### config.mk
export PLATFORM = sky130hd
export DESIGN_NAME = sha256_block_hasher_flat
export DESIGN_NICKNAME = d
export VERILOG_FILES = /design/src/sha_pkg.sv /design/src/sha_if.sv /design/src/sha_compress.sv /design/src/sha256_block_hasher.sv /design/src/flat_wrapper.sv
export VERILOG_INCLUDE_DIRS = /design/src /design/src/src
export SDC_FILE = /design/constraint.sdc
export NUM_CORES = 2
export LEC_CHECK = 0
export CORE_MARGIN = 5
export CORE_UTILIZATION = 60
export CTS_CLUSTER_DIAMETER = 40
export DETAILED_ROUTE_END_ITERATION = 8
export DONT_BUFFER_PORTS = 1
export HOLD_SLACK_MARGIN = 0.12
export PLACE_DENSITY_LB_ADDON = 0.3
export SYNTH_ARGS = -nofsm -noshare
export SYNTH_HDL_FRONTEND = slang
export SYNTH_SLANG_ARGS = --single-unit
### constraint.sdc
create_clock -name clk -period 16.2 [get_ports clk]
set_clock_uncertainty 0.1 [all_clocks]
set_input_delay 2.43 -clock clk [delete_from_list [all_inputs] [get_ports clk]]
set_output_delay 2.43 -clock clk [all_outputs]
set_load 0.005 [all_outputs]
### src/assert_macros.svh
// Assertion helpers, clocked on clk and disabled while arst_n is low.
`ifndef ASSERT_MACROS_SVH
`define ASSERT_MACROS_SVH

`ifndef NO_ASSERTIONS

`define SHA_ASSERT(label, prop) \
	label: assert property (@(posedge clk) disable iff (!arst_n) prop) \
		else $error("assertion failed");

`define SHA_ASSERT_NEVER(label, cond) \
	label: assert property (@(posedge clk) disable iff (!arst_n) !(cond)) \
		else $error("forbidden condition seen");

`else

`define SHA_ASSERT(label, prop)

`define SHA_ASSERT_NEVER(label, cond)

`endif

`endif

### src/sha_pkg.sv
package sha_pkg;

	// Eight 32-bit words, index 0 is word a.
	typedef logic [7:0][31:0] sha_state_t;

	// Sixteen-word message schedule window, index 0 is the oldest word.
	typedef logic [15:0][31:0] sha_window_t;

	typedef struct packed {
		logic push;   // shift one message word into the schedule window
		logic start;  // load working variables and begin the rounds
	} sha_ctl_t;

	typedef struct packed {
		logic busy;   // rounds in progress
		logic done;   // sum output holds the updated chaining value
	} sha_stat_t;

	typedef enum logic [1:0] {
		ST_IDLE,
		ST_COMPRESS,
		ST_EMIT
	} sha_state_e_t;

	localparam int unsigned CFG_INDEX_W = 3;
	localparam int unsigned CFG_DATA_W  = 64;

	localparam logic [CFG_INDEX_W-1:0] CFG_USE_STD_IV = 3'd0;
	localparam logic [CFG_INDEX_W-1:0] CFG_CUSTOM_AB  = 3'd1;
	localparam logic [CFG_INDEX_W-1:0] CFG_CUSTOM_CD  = 3'd2;
	localparam logic [CFG_INDEX_W-1:0] CFG_CUSTOM_EF  = 3'd3;
	localparam logic [CFG_INDEX_W-1:0] CFG_CUSTOM_GH  = 3'd4;

	localparam logic [3:0] LAST_WORD_OF_BLOCK = 4'd15;
	localparam logic [5:0] LAST_ROUND         = 6'd63;
	localparam logic [2:0] LAST_DIGEST_WORD   = 3'd7;

	localparam logic [31:0] STD_IV [8] = '{
		32'h6a09e667, 32'hbb67ae85, 32'h3c6ef372, 32'ha54ff53a,
		32'h510e527f, 32'h9b05688c, 32'h1f83d9ab, 32'h5be0cd19
	};

	localparam logic [31:0] ROUND_K [64] = '{
		32'h428a2f98, 32'h71374491, 32'hb5c0fbcf, 32'he9b5dba5,
		32'h3956c25b, 32'h59f111f1, 32'h923f82a4, 32'hab1c5ed5,
		32'hd807aa98, 32'h12835b01, 32'h243185be, 32'h550c7dc3,
		32'h72be5d74, 32'h80deb1fe, 32'h9bdc06a7, 32'hc19bf174,
		32'he49b69c1, 32'hefbe4786, 32'h0fc19dc6, 32'h240ca1cc,
		32'h2de92c6f, 32'h4a7484aa, 32'h5cb0a9dc, 32'h76f988da,
		32'h983e5152, 32'ha831c66d, 32'hb00327c8, 32'hbf597fc7,
		32'hc6e00bf3, 32'hd5a79147, 32'h06ca6351, 32'h14292967,
		32'h27b70a85, 32'h2e1b2138, 32'h4d2c6dfc, 32'h53380d13,
		32'h650a7354, 32'h766a0abb, 32'h81c2c92e, 32'h92722c85,
		32'ha2bfe8a1, 32'ha81a664b, 32'hc24b8b70, 32'hc76c51a3,
		32'hd192e819, 32'hd6990624, 32'hf40e3585, 32'h106aa070,
		32'h19a4c116, 32'h1e376c08, 32'h2748774c, 32'h34b0bcb5,
		32'h391c0cb3, 32'h4ed8aa4a, 32'h5b9cca4f, 32'h682e6ff3,
		32'h748f82ee, 32'h78a5636f, 32'h84c87814, 32'h8cc70208,
		32'h90befffa, 32'ha4506ceb, 32'hbef9a3f7, 32'hc67178f2
	};

	function automatic logic [31:0] big_sigma0(input logic [31:0] x);
		return {x[1:0], x[31:2]} ^ {x[12:0], x[31:13]} ^ {x[21:0], x[31:22]};
	endfunction

	function automatic logic [31:0] big_sigma1(input logic [31:0] x);
		return {x[5:0], x[31:6]} ^ {x[10:0], x[31:11]} ^ {x[24:0], x[31:25]};
	endfunction

	function automatic logic [31:0] small_sigma0(input logic [31:0] x);
		return {x[6:0], x[31:7]} ^ {x[17:0], x[31:18]} ^ {3'b000, x[31:3]};
	endfunction

	function automatic logic [31:0] small_sigma1(input logic [31:0] x);
		return {x[16:0], x[31:17]} ^ {x[18:0], x[31:19]} ^ {10'd0, x[31:10]};
	endfunction

	function automatic logic [31:0] choose(input logic [31:0] e, input logic [31:0] f,
			input logic [31:0] g);
		return (e & f) ^ (~e & g);
	endfunction

	function automatic logic [31:0] majority(input logic [31:0] a, input logic [31:0] b,
			input logic [31:0] c);
		return (a & b) ^ (a & c) ^ (b & c);
	endfunction

endpackage

### src/sha_if.sv
interface sha_word_if;
	logic        valid;
	logic        ready;
	logic [31:0] message_word;
	logic        message_end;

	modport source (output valid, output message_word, output message_end, input ready);
	modport sink (input valid, input message_word, input message_end, output ready);
endinterface

interface sha_digest_if;
	logic        valid;
	logic        ready;
	logic [31:0] digest_word;
	logic [2:0]  word_index;
	logic        last_word;

	modport source (output valid, output digest_word, output word_index, output last_word,
		input ready);
	modport sink (input valid, input digest_word, input word_index, input last_word,
		output ready);
endinterface

### src/sha_compress.sv
module sha_compress
	import sha_pkg::*;
(
	input  logic       clk,
	input  logic       arst_n,
	input  sha_ctl_t   ctl,
	input  logic [31:0] word,
	input  sha_state_t chain_in,
	output sha_state_t sum,
	output sha_stat_t  stat
);

	sha_window_t win_q;
	sha_state_t  v_q;
	sha_state_t  v_next;
	logic [5:0]  round_q;
	logic        running_q;
	logic        done_q;
	logic [31:0] w_new;
	logic [31:0] t1;
	logic [31:0] t2;

	// Next schedule word from the sliding window.
	assign w_new = win_q[0] + small_sigma0(win_q[1]) + win_q[9] + small_sigma1(win_q[14]);

	// One compression round; a single round unit, reused for all 64 rounds.
	assign t1 = v_q[7] + big_sigma1(v_q[4]) + choose(v_q[4], v_q[5], v_q[6])
		+ ROUND_K[round_q] + win_q[0];
	assign t2 = big_sigma0(v_q[0]) + majority(v_q[0], v_q[1], v_q[2]);

	always_comb begin
		v_next[0] = t1 + t2;
		v_next[1] = v_q[0];
		v_next[2] = v_q[1];
		v_next[3] = v_q[2];
		v_next[4] = v_q[3] + t1;
		v_next[5] = v_q[4];
		v_next[6] = v_q[5];
		v_next[7] = v_q[6];
	end

	always_ff @(posedge clk or negedge arst_n) begin
		if (!arst_n) begin
			round_q   <= '0;
			running_q <= 1'b0;
			done_q    <= 1'b0;
		end else begin
			done_q <= 1'b0;
			if (ctl.start) begin
				round_q   <= '0;
				running_q <= 1'b1;
			end else if (running_q) begin
				round_q <= round_q + 6'd1;
				if (round_q == LAST_ROUND) begin
					running_q <= 1'b0;
					done_q    <= 1'b1;
				end
			end
		end
	end

	always_ff @(posedge clk) begin
		if (ctl.push) begin
			win_q <= {word, win_q[15:1]};
		end else if (running_q) begin
			win_q <= {w_new, win_q[15:1]};
		end
		if (ctl.start) begin
			v_q <= chain_in;
		end else if (running_q) begin
			v_q <= v_next;
		end
	end

	always_comb begin
		for (int i = 0; i < 8; i++) begin
			sum[i] = chain_in[i] + v_q[i];
		end
	end

	assign stat.busy = running_q;
	assign stat.done = done_q;

endmodule

### src/sha256_block_hasher.sv
// SHA-256 over an already padded message. Send the message one 32-bit big-endian word per
// request on word_ch, sixteen words to a block, and flag the final word of the message with
// message_end. Words of a block are taken one per cycle; after the sixteenth the block runs
// the 64 rounds through a single round unit, one round a cycle, and then folds the result
// into the chaining value; word_ch holds ready low while the rounds run. After the word
// flagged message_end the block returns the eight digest words, a first, on digest_ch, one
// per request, with last_word set on the eighth; word_ch stays low until all eight are
// taken. A message_end on a word that does not close a block drops that partial block and
// returns the digest of the blocks finished so far. The chaining value is loaded on the first
// word of each message from the standard initial value or, with use_std_iv cleared, from
// the four custom registers (upper half of each register is the earlier word). Write
// configuration only while the block is idle; a write to an index past the last register
// is ignored.
`include "assert_macros.svh"

module sha256_block_hasher
	import sha_pkg::*;
(
	input  logic                   clk,
	input  logic                   arst_n,
	input  logic                   cfg_wr_en,
	input  logic [CFG_INDEX_W-1:0] cfg_index,
	input  logic [CFG_DATA_W-1:0]  cfg_data,
	sha_word_if.sink               word_ch,
	sha_digest_if.source           digest_ch
);

	sha_state_e_t state_q;
	sha_state_e_t state_next;

	// Configuration registers
	logic             use_std_iv_q;
	logic [3:0][63:0] custom_iv_q;

	// Message progress
	logic [3:0] word_cnt_q;
	logic       started_q;
	logic       end_pend_q;
	logic [2:0] idx_q;

	sha_state_t chain_q;
	sha_state_t iv_sel;
	sha_state_t sum;
	sha_ctl_t   ctl;
	sha_stat_t  stat;

	logic in_fire;
	logic out_fire;

	assign in_fire  = word_ch.valid && word_ch.ready;
	assign out_fire = digest_ch.valid && digest_ch.ready;

	// Configuration writes; unknown indexes fall through and are dropped.
	always_ff @(posedge clk or negedge arst_n) begin
		if (!arst_n) begin
			use_std_iv_q <= 1'b1;
			custom_iv_q  <= '0;
		end else if (cfg_wr_en) begin
			case (cfg_index)
				CFG_USE_STD_IV: use_std_iv_q   <= cfg_data[0];
				CFG_CUSTOM_AB:  custom_iv_q[0] <= cfg_data;
				CFG_CUSTOM_CD:  custom_iv_q[1] <= cfg_data;
				CFG_CUSTOM_EF:  custom_iv_q[2] <= cfg_data;
				CFG_CUSTOM_GH:  custom_iv_q[3] <= cfg_data;
				default: ;
			endcase
		end
	end

	// Initial chaining value picked by the current configuration.
	always_comb begin
		for (int i = 0; i < 4; i++) begin
			iv_sel[2*i]   = use_std_iv_q ? STD_IV[2*i]   : custom_iv_q[i][63:32];
			iv_sel[2*i+1] = use_std_iv_q ? STD_IV[2*i+1] : custom_iv_q[i][31:0];
		end
	end

	// Next state
	always_comb begin
		state_next = state_q;
		case (state_q)
			ST_IDLE: begin
				if (in_fire) begin
					if (word_cnt_q == LAST_WORD_OF_BLOCK) begin
						state_next = ST_COMPRESS;
					end else if (word_ch.message_end) begin
						state_next = ST_EMIT;
					end
				end
			end
			ST_COMPRESS: begin
				if (stat.done) begin
					state_next = end_pend_q ? ST_EMIT : ST_IDLE;
				end
			end
			ST_EMIT: begin
				if (out_fire && idx_q == LAST_DIGEST_WORD) begin
					state_next = ST_IDLE;
				end
			end
			default: state_next = ST_IDLE;
		endcase
	end

	// Outputs of the sequencer
	always_comb begin
		word_ch.ready   = (state_q == ST_IDLE);
		digest_ch.valid = (state_q == ST_EMIT);
		ctl.push        = in_fire;
		ctl.start       = in_fire && (word_cnt_q == LAST_WORD_OF_BLOCK);
	end

	// Digest words come straight from the chaining value.
	assign digest_ch.digest_word = chain_q[idx_q];
	assign digest_ch.word_index  = idx_q;
	assign digest_ch.last_word   = (idx_q == LAST_DIGEST_WORD);

	always_ff @(posedge clk or negedge arst_n) begin
		if (!arst_n) begin
			state_q    <= ST_IDLE;
			word_cnt_q <= '0;
			started_q  <= 1'b0;
			end_pend_q <= 1'b0;
			idx_q      <= '0;
		end else begin
			state_q <= state_next;
			if (in_fire) begin
				started_q  <= 1'b1;
				end_pend_q <= word_ch.message_end;
				// Drop any partial block at message end.
				word_cnt_q <= word_ch.message_end ? 4'd0 : word_cnt_q + 4'd1;
			end
			if (out_fire) begin
				idx_q <= idx_q + 3'd1;
				if (idx_q == LAST_DIGEST_WORD) begin
					started_q <= 1'b0;
				end
			end
		end
	end

	// Chaining value: load the selected IV on a message's first word, fold in each block.
	always_ff @(posedge clk) begin
		if (in_fire && !started_q) begin
			chain_q <= iv_sel;
		end else if (stat.done) begin
			chain_q <= sum;
		end
	end

	sha_compress u_compress (
		.clk      (clk),
		.arst_n   (arst_n),
		.ctl      (ctl),
		.word     (word_ch.message_word),
		.chain_in (chain_q),
		.sum      (sum),
		.stat     (stat)
	);

	`SHA_ASSERT(a_rounds_only_in_compress, (stat.busy || stat.done) |-> state_q == ST_COMPRESS)
	`SHA_ASSERT(a_full_block_compresses, ctl.start |=> (state_q == ST_COMPRESS && stat.busy))
	`SHA_ASSERT(a_last_digest_ends_msg, (out_fire && digest_ch.last_word) |=> (!started_q && state_q == ST_IDLE && idx_q == 3'd0))
	`SHA_ASSERT_NEVER(a_no_start_without_msg, ctl.start && !started_q)

endmodule
### src/flat_wrapper.sv
// flat-port wrapper written by rule: the top's interface ports become plain ports
module sha256_block_hasher_flat import sha_pkg::*;
  (clk, arst_n, cfg_wr_en, cfg_index, cfg_data, word_ch_valid, word_ch_message_word, word_ch_message_end, word_ch_ready, digest_ch_valid, digest_ch_digest_word, digest_ch_word_index, digest_ch_last_word, digest_ch_ready);
  sha_word_if word_ch_i ();
  sha_digest_if digest_ch_i ();
  input  logic clk;
  input  logic arst_n;
  input  logic cfg_wr_en;
  input  logic [CFG_INDEX_W-1:0] cfg_index;
  input  logic [CFG_DATA_W-1:0] cfg_data;
  input wire logic [$bits(word_ch_i.valid)-1:0] word_ch_valid;
  input wire logic [$bits(word_ch_i.message_word)-1:0] word_ch_message_word;
  input wire logic [$bits(word_ch_i.message_end)-1:0] word_ch_message_end;
  output wire logic [$bits(word_ch_i.ready)-1:0] word_ch_ready;
  output wire logic [$bits(digest_ch_i.valid)-1:0] digest_ch_valid;
  output wire logic [$bits(digest_ch_i.digest_word)-1:0] digest_ch_digest_word;
  output wire logic [$bits(digest_ch_i.word_index)-1:0] digest_ch_word_index;
  output wire logic [$bits(digest_ch_i.last_word)-1:0] digest_ch_last_word;
  input wire logic [$bits(digest_ch_i.ready)-1:0] digest_ch_ready;
  assign word_ch_i.valid = word_ch_valid;
  assign word_ch_i.message_word = word_ch_message_word;
  assign word_ch_i.message_end = word_ch_message_end;
  assign word_ch_ready = word_ch_i.ready;
  assign digest_ch_valid = digest_ch_i.valid;
  assign digest_ch_digest_word = digest_ch_i.digest_word;
  assign digest_ch_word_index = digest_ch_i.word_index;
  assign digest_ch_last_word = digest_ch_i.last_word;
  assign digest_ch_i.ready = digest_ch_ready;
  sha256_block_hasher u_core (.clk(clk), .arst_n(arst_n), .cfg_wr_en(cfg_wr_en), .cfg_index(cfg_index), .cfg_data(cfg_data), .word_ch(word_ch_i), .digest_ch(digest_ch_i));
endmodule
* Word level (Yosys, flattened, before mapping)
Memories as Yosys holds them, arrays and structs flattened. Index checks and enable logic that the tools add are counted. Widths: inputs -> output; s select.
Word-level totals: register bits after elaboration 1300, ROM bits 2048, input port bits 105, output and inout bits 38, word-level logic and storage cells 154, memories kept 1
Operators by class: $add $sub $neg 21, magnitude comparators 2, equal/unequal tests 13, mux-type cells 37, bitwise gates (word level) 18, reductions and logical operators 17
Memories:
- (name not given) | words 64, width 32, rd ports 1, clocked after Yosys merged registers in 0, wr ports 0, line sha_compress.sv:28 | + ROUND_K[round_q] + win_q[0];
Operators by type and width (count):
- $mux 256 | 4
- $mux 512 | 2
- $add 32x32->32 | 18
- $mux 32 | 11
- $xor 32x32->32 | 9
- $and 32x32->32 | 5
- $bmux 32 s3 | 1
- $not 32->32 | 1
- $xor 32x22->32 | 1
- $xor 32x29->32 | 1
- $mux 2 | 6
- $mux 6 | 2
- $reduce_and 2->1 | 5
- $mux 1 | 9
- $ge 7x7->1 const B | 1
- $not 6->7 | 1
- $add 6x1->6 const B | 1
- $eq 3x2->1 const B | 2
- $eq 3x3->1 const B | 2
- $eq 6x6->1 const B | 1
- $ne 2x2->1 const B | 3
- $pmux 2 s3 | 1
- $reduce_bool 2->1 | 3
- $logic_and 1x1->1 | 5
- 13 further kinds | 13

* Depth between registers and ports, before layout
word-level depth 9, gate-level depth with buffers 36, mapped depth without buffers 34

* Hierarchy
A second synthesis with hierarchy kept.
Second synthesis, totals: cell total of the unflattened synthesis 6882, area, all modules 78975.7 um^2
Modules (own cells, without submodules):
- sha_compress | times used 1, cells each 5060, area each 55416.9 um^2, seq. area each 23262.3 um^2
- sha256_block_hasher | times used 1, cells each 1822, area each 23558.8 um^2, seq. area each 14395.1 um^2

* Worst setup path after synthesis
OpenSTA, ideal clock, no wires.
path type input -> register, start in word_ch_valid, end reg u_core.u_compress.win_q[0] in the netlist's numbering, enable pin, setup time 0.970 ns, arrival 14.491 ns, required time 15.130 ns, path slack 0.639 ns, stages on the path 4, buffers on the path 2, cell sequence nand2_1 clkbuf_1 clkbuf_1 nand2b_1
Between the ends: cells in the longest elaborated chain, start to end 2
Ends and longest elaborated chain:
- start: declaration | line flat_wrapper.sv:11 | input wire logic [$bits(word_ch_i.valid)-1:0] word_ch_valid;
- $logic_and 1x1->1 | line sha256_block_hasher.sv:50 | assign in_fire = word_ch.valid && word_ch.ready;
- $reduce_bool 2->1 (no source line)
- end signal: assignment | line sha_compress.sv:64 | win_q <= {word, win_q[15:1]};
- end signal: assignment | line sha_compress.sv:66 | win_q <= {w_new, win_q[15:1]};
- end: declaration | line sha_compress.sv:13 | sha_window_t win_q;
No other way between the ends. A chain may end at the register's enable or synchronous reset.

* Final worst setup path
start reg u_core.u_compress.round_q[0], end reg u_core.u_compress.v_q, in the netlist u_core.u_compress.v_next[62] (data pin)
Between the ends: cells in the longest elaborated chain, start to end 9
Ends and longest elaborated chain:
- start: declaration | line sha_compress.sv:16 | logic [5:0] round_q;
- start signal: assignment | line sha_compress.sv:53 | round_q <= round_q + 6'd1;
- $not 6->7 (not written as such) | line sha_compress.sv:28
- $mem_v2 64x32
- $mux 32 (not written as such) (2 in a row) | line sha_compress.sv:28
- $add 32x32->32 (2 in a row) | line sha_compress.sv:28
- $add 32x32->32 | line sha_compress.sv:32 | v_next[0] = t1 + t2;
- $mux 256 | line sha_compress.sv:70 | end else if (running_q) begin
- $mux 256 | line sha_compress.sv:68 | if (ctl.start) begin
- end signal: assignment | line sha_compress.sv:69 | v_q <= chain_in;
- end signal: assignment | line sha_compress.sv:71 | v_q <= v_next;
- end: declaration | line sha_compress.sv:14 | sha_state_t v_q;
No other way between the ends. The select of a mux whose other input is x is not followed.

==> key figures <==
Floorplanning
  • Starting Density: between 60% and 70%
  • DIE AREA: around 140000 um2
  • Die X: between 300 and 400 um
  • Core Area: around 130000 um2
  • Die Y: approximately 370 um
  • FP Rows: around 130
  • Ports: between 100 and 150

CTS
  • CTS sink count: 1300
  • H-tree Lvls: 4
  • Clk buf depth: 3
  • Root Driver: clkbuf_16
  • CTS tree: done
  • Clock Latency Late Sink: just over 0.8 ns
  • PostCTS Resize Cnt: 0
  • Num CTS Buffers: between 150 and 200
  • Hold_buf cts: 0
  • Reg clk slew, reported paths: 0.06 ns
  • Setup Fix Bufs, Post-CTS: 0

Layout
  • Area delta synth->final: 10.1%
  • Layout cells sized above 1: between 10% and 20%
  • Total Nets Final: 7580
  • Fillers: 9670
  • Final Cell Area: between 80000 and 90000 um2

Worst setup path
  • Startpoint types: flop
  • Crit end category: flop
  • Critical path type: reg -> reg
  • Slowest Stage Delay on Critical Path: 0.81 ns
  • Data required time at the worst endpoint: 16.60 ns
  • Crit path DAT: between 10 and 15 ns
  • Crit-path most repeated cell: inv_1
  • Critical-path maximum fanout: 18
  • Slowest CP cell: dfrtp_1

Global routing
  • GRT Util Overall: between 30% and 40%
  • Vias in the first global route: around 55000
  • First-pass GRT wire length: ~380000 um
  • Initial antenna violation count: 27
  • Pin count of the biggest net entering global routing: 277
  • GRT overflow: 0

Detailed routing
  • TritonRoute pass-1 iters: 9
  • Via-to-Cell Ratio: between 6 and 7
  • Post-Route WL: 262000 um
  • Routed WL per cell: between 20 and 30 um
  • 1st-iter DRT viols: approximately 7400
  • Drt drc: 0
  • Final ANT Viol Nets: 0
  • DR vias: between 50000 and 60000

Placement
  • Port Buffer Count: 0
  • Detail Placement HPWL: ~190000 um
  • Dpl ws: about 6.8 ns
  • Post-DP Area: 78700 um2
  • Final Wtd Congestion: between 0.9 and 1

Logic synthesis
  • Sequential fraction of the synthesis area: roughly half
  • Synth Instances: slightly below 7000
  • Syn_nets: between 7000 and 8000
  • Syn. warnings: 0
  • Post-synthesis xor/xnor area fraction: about 6.5%
  • EDFF count, synth: between 1000 and 1500
  • Synthesis-stage register bit count: 1300
  • Compound-gate portion of the synthesized area: 12.8%
  • Mux cell area share after synthesis: under 10%
  • Most used flip-flop cell after synthesis: edfxtp_1
  • Synth async-reset ratio: 21.2%
  • Mean Syn Cell Area: 11.1 um2
  • Main combinational cell family by area after synthesis: compound AO/OA/AOI/OAI gates
  • Post-synthesis simple-gate area fraction: 10.0%
  • Adder-cell share of the synthesized area: between 10% and 20%
  • Library cells used by synthesis: between 80 and 90
  • Synthesized area: between 70000 and 80000 um2

Flow run
  • Max_cap viols: 0

Timing
  • Min Clock Period, post-route: between 9 and 10 ns
  • RSZ-0062 raised after global routing: false
  • Final setup fails: 0
  • Period utilization: 59.5%
  • Setup TNS: 0 ns
  • Fmax: about 100 MHz
  • Worst-Margin Slew: between 1 and 1.5 ns
  • Slew Viols, Final: 0
  • Rel. slew slack: between 20% and 30%
  • Final worst slack: 6.57 ns
  • Hold Vio Cnt, Final: 0

Status
  • Outcome: finished, final reports clean

Hold path
  • Hold Path Class: reg -> reg
[through the flow]
step | utilization (%) | cells | hold WS [ns]
2_1_floorplan | - | 6959 | 0.300
3_3_place_gp | 61.6 | 8359 | 0.300
3_5_place_dp | 61.6 | 8359 | 0.305
4_1_cts | 66.5 | 8695 | 0.275
5_1_grt | 66.5 | 8738 | 0.278
6_report | 66.6 | 8746 | 0.287
[sequential cells by signal, indices dropped and copies added, names as in the netlist, 2 cells and up]
signal and flops:
u_core.digest_ch.word_index 3, u_core.chain_q 256, u_core.u_compress.win_q 512, u_core.u_compress.v_next 192
u_core.custom_iv_q 256, u_core.u_compress.round_q 6, u_core.u_compress.v_q 64, u_core.state_q 2
u_core.word_cnt_q 4
[worst paths after layout]
path / startpoint / endpoint / slack [ns] / depth (start not counted)
setup / recovery: u_core.u_compress.round_q[0]$_DFFE_PN0P_ / u_core.u_compress.v_next[62]$_DFFE_PP_ / 6.57 / 29
hold / removal: u_core.u_compress.win_q[334]$_DFFE_PP_ / u_core.u_compress.win_q[302]$_DFFE_PP_ / 0.29 / 0
setup reg to reg: u_core.u_compress.round_q[0]$_DFFE_PN0P_ / u_core.u_compress.v_next[62]$_DFFE_PP_ / 6.57 / 29
hold reg to reg: u_core.u_compress.win_q[334]$_DFFE_PP_ / u_core.u_compress.win_q[302]$_DFFE_PP_ / 0.29 / 0
max in group asynchronous: arst_n / u_core.digest_ch.word_index[1]$_DFFE_PN0P_ / 14.19 / 0
min in group asynchronous: arst_n / u_core.custom_iv_q[50]$_DFFE_PN0P_ / 1.25 / 0
[critical path: cells and delay by family, from the launching register on]
family / cells / cell delay, ns
AND/OR/NAND/NOR: 3 / 0.90
AO/OA/AOI/OAI: 15 / 3.99
buffers and inverters: 4 / 0.64
adder cells (fa/ha/maj): 6 / 2.75
flip-flops: 1 / 0.81
XOR/XNOR: 1 / 0.16
[cell usage in the layout, fill, tap and decap left out, drive strengths merged, types with 16 or more instances in the layout]
cell      count
ha          402
a21o        177
and3         35
o311ai       17
a211o        18
clkbuf      216
a21oi       448
xnor2       351
diode        51
nor2b        40
mux4         68
xor2        224
edfxtp     1024
or3          32
clkinv       60
fa          196
nand2       907
o21bai       48
and2         16
nand4        29
bufinv       18
o21ai       474
o31ai        42
a31oi        52
buf          60
nand2b       66
mux2        319
o211ai       51
o21a         55
clkinvlp     16
inv         424
nor3        142
dfrtp       275
nand3       155
a211oi       58
nor2        295
[cell usage after synthesis, types with 40 or more instances]
master       n  area (um2)
nand3_1    155         776
mux2_2     319        3590
nor3_1     142         711
ha_1       402        5030
nand2_1    907        3400
a31oi_1     52         325
o21a_1      55         413
edfxtp_1  1024       30700
nor2b_1     40         250
xnor2_1    351        3070
o21bai_1    48         360
clkbuf_1   299        1120
o31ai_1     41         308
dfrtp_1    275        6880
a21oi_1    448        2240
fa_1       196        3920
a21o_1     177        1330
xor2_1     224        1960
nand2b_1    66         413
nor2_1     295        1110
o21ai_0    470        2350
inv_1      395        1480
mux4_2      68        1530
o211ai_1    51         383
a211oi_1    57         428
[logic make-up after synthesis]
kind of cell / after synthesis
flops: 1300
simple gates: 1770
fa+ha+maj: 602
xor+xnor: 575
buf+inv: 720
mux: 398
compound gates: 1594
[metal layers]
metal / wire length (um) / global-route usage (%)
met5: 112 / 0
met3: 31800 / 11.9
met4: 14700 / 18.1
met2: 110000 / 54.3
met1: 105000 / 53.2
[layout make-up]
type / count / area [um2] / share of cell area, %
inverters: 398 / 1500 / 1.76
well taps: 1662 / 2080 / 2.44
multi-input cells: 4939 / 37000 / 43.5
repair buffers: 60 / 488 / 0.573
diodes: 51 / 128 / 0.150
flip-flops and latches: 1300 / 37700 / 44.3
clock buffers: 216 / 4820 / 5.67
clock inverters: 120 / 1410 / 1.65
Power is not shown: default switching activity piles up to over one toggle a cycle in this logic, so the estimate is an artifact.
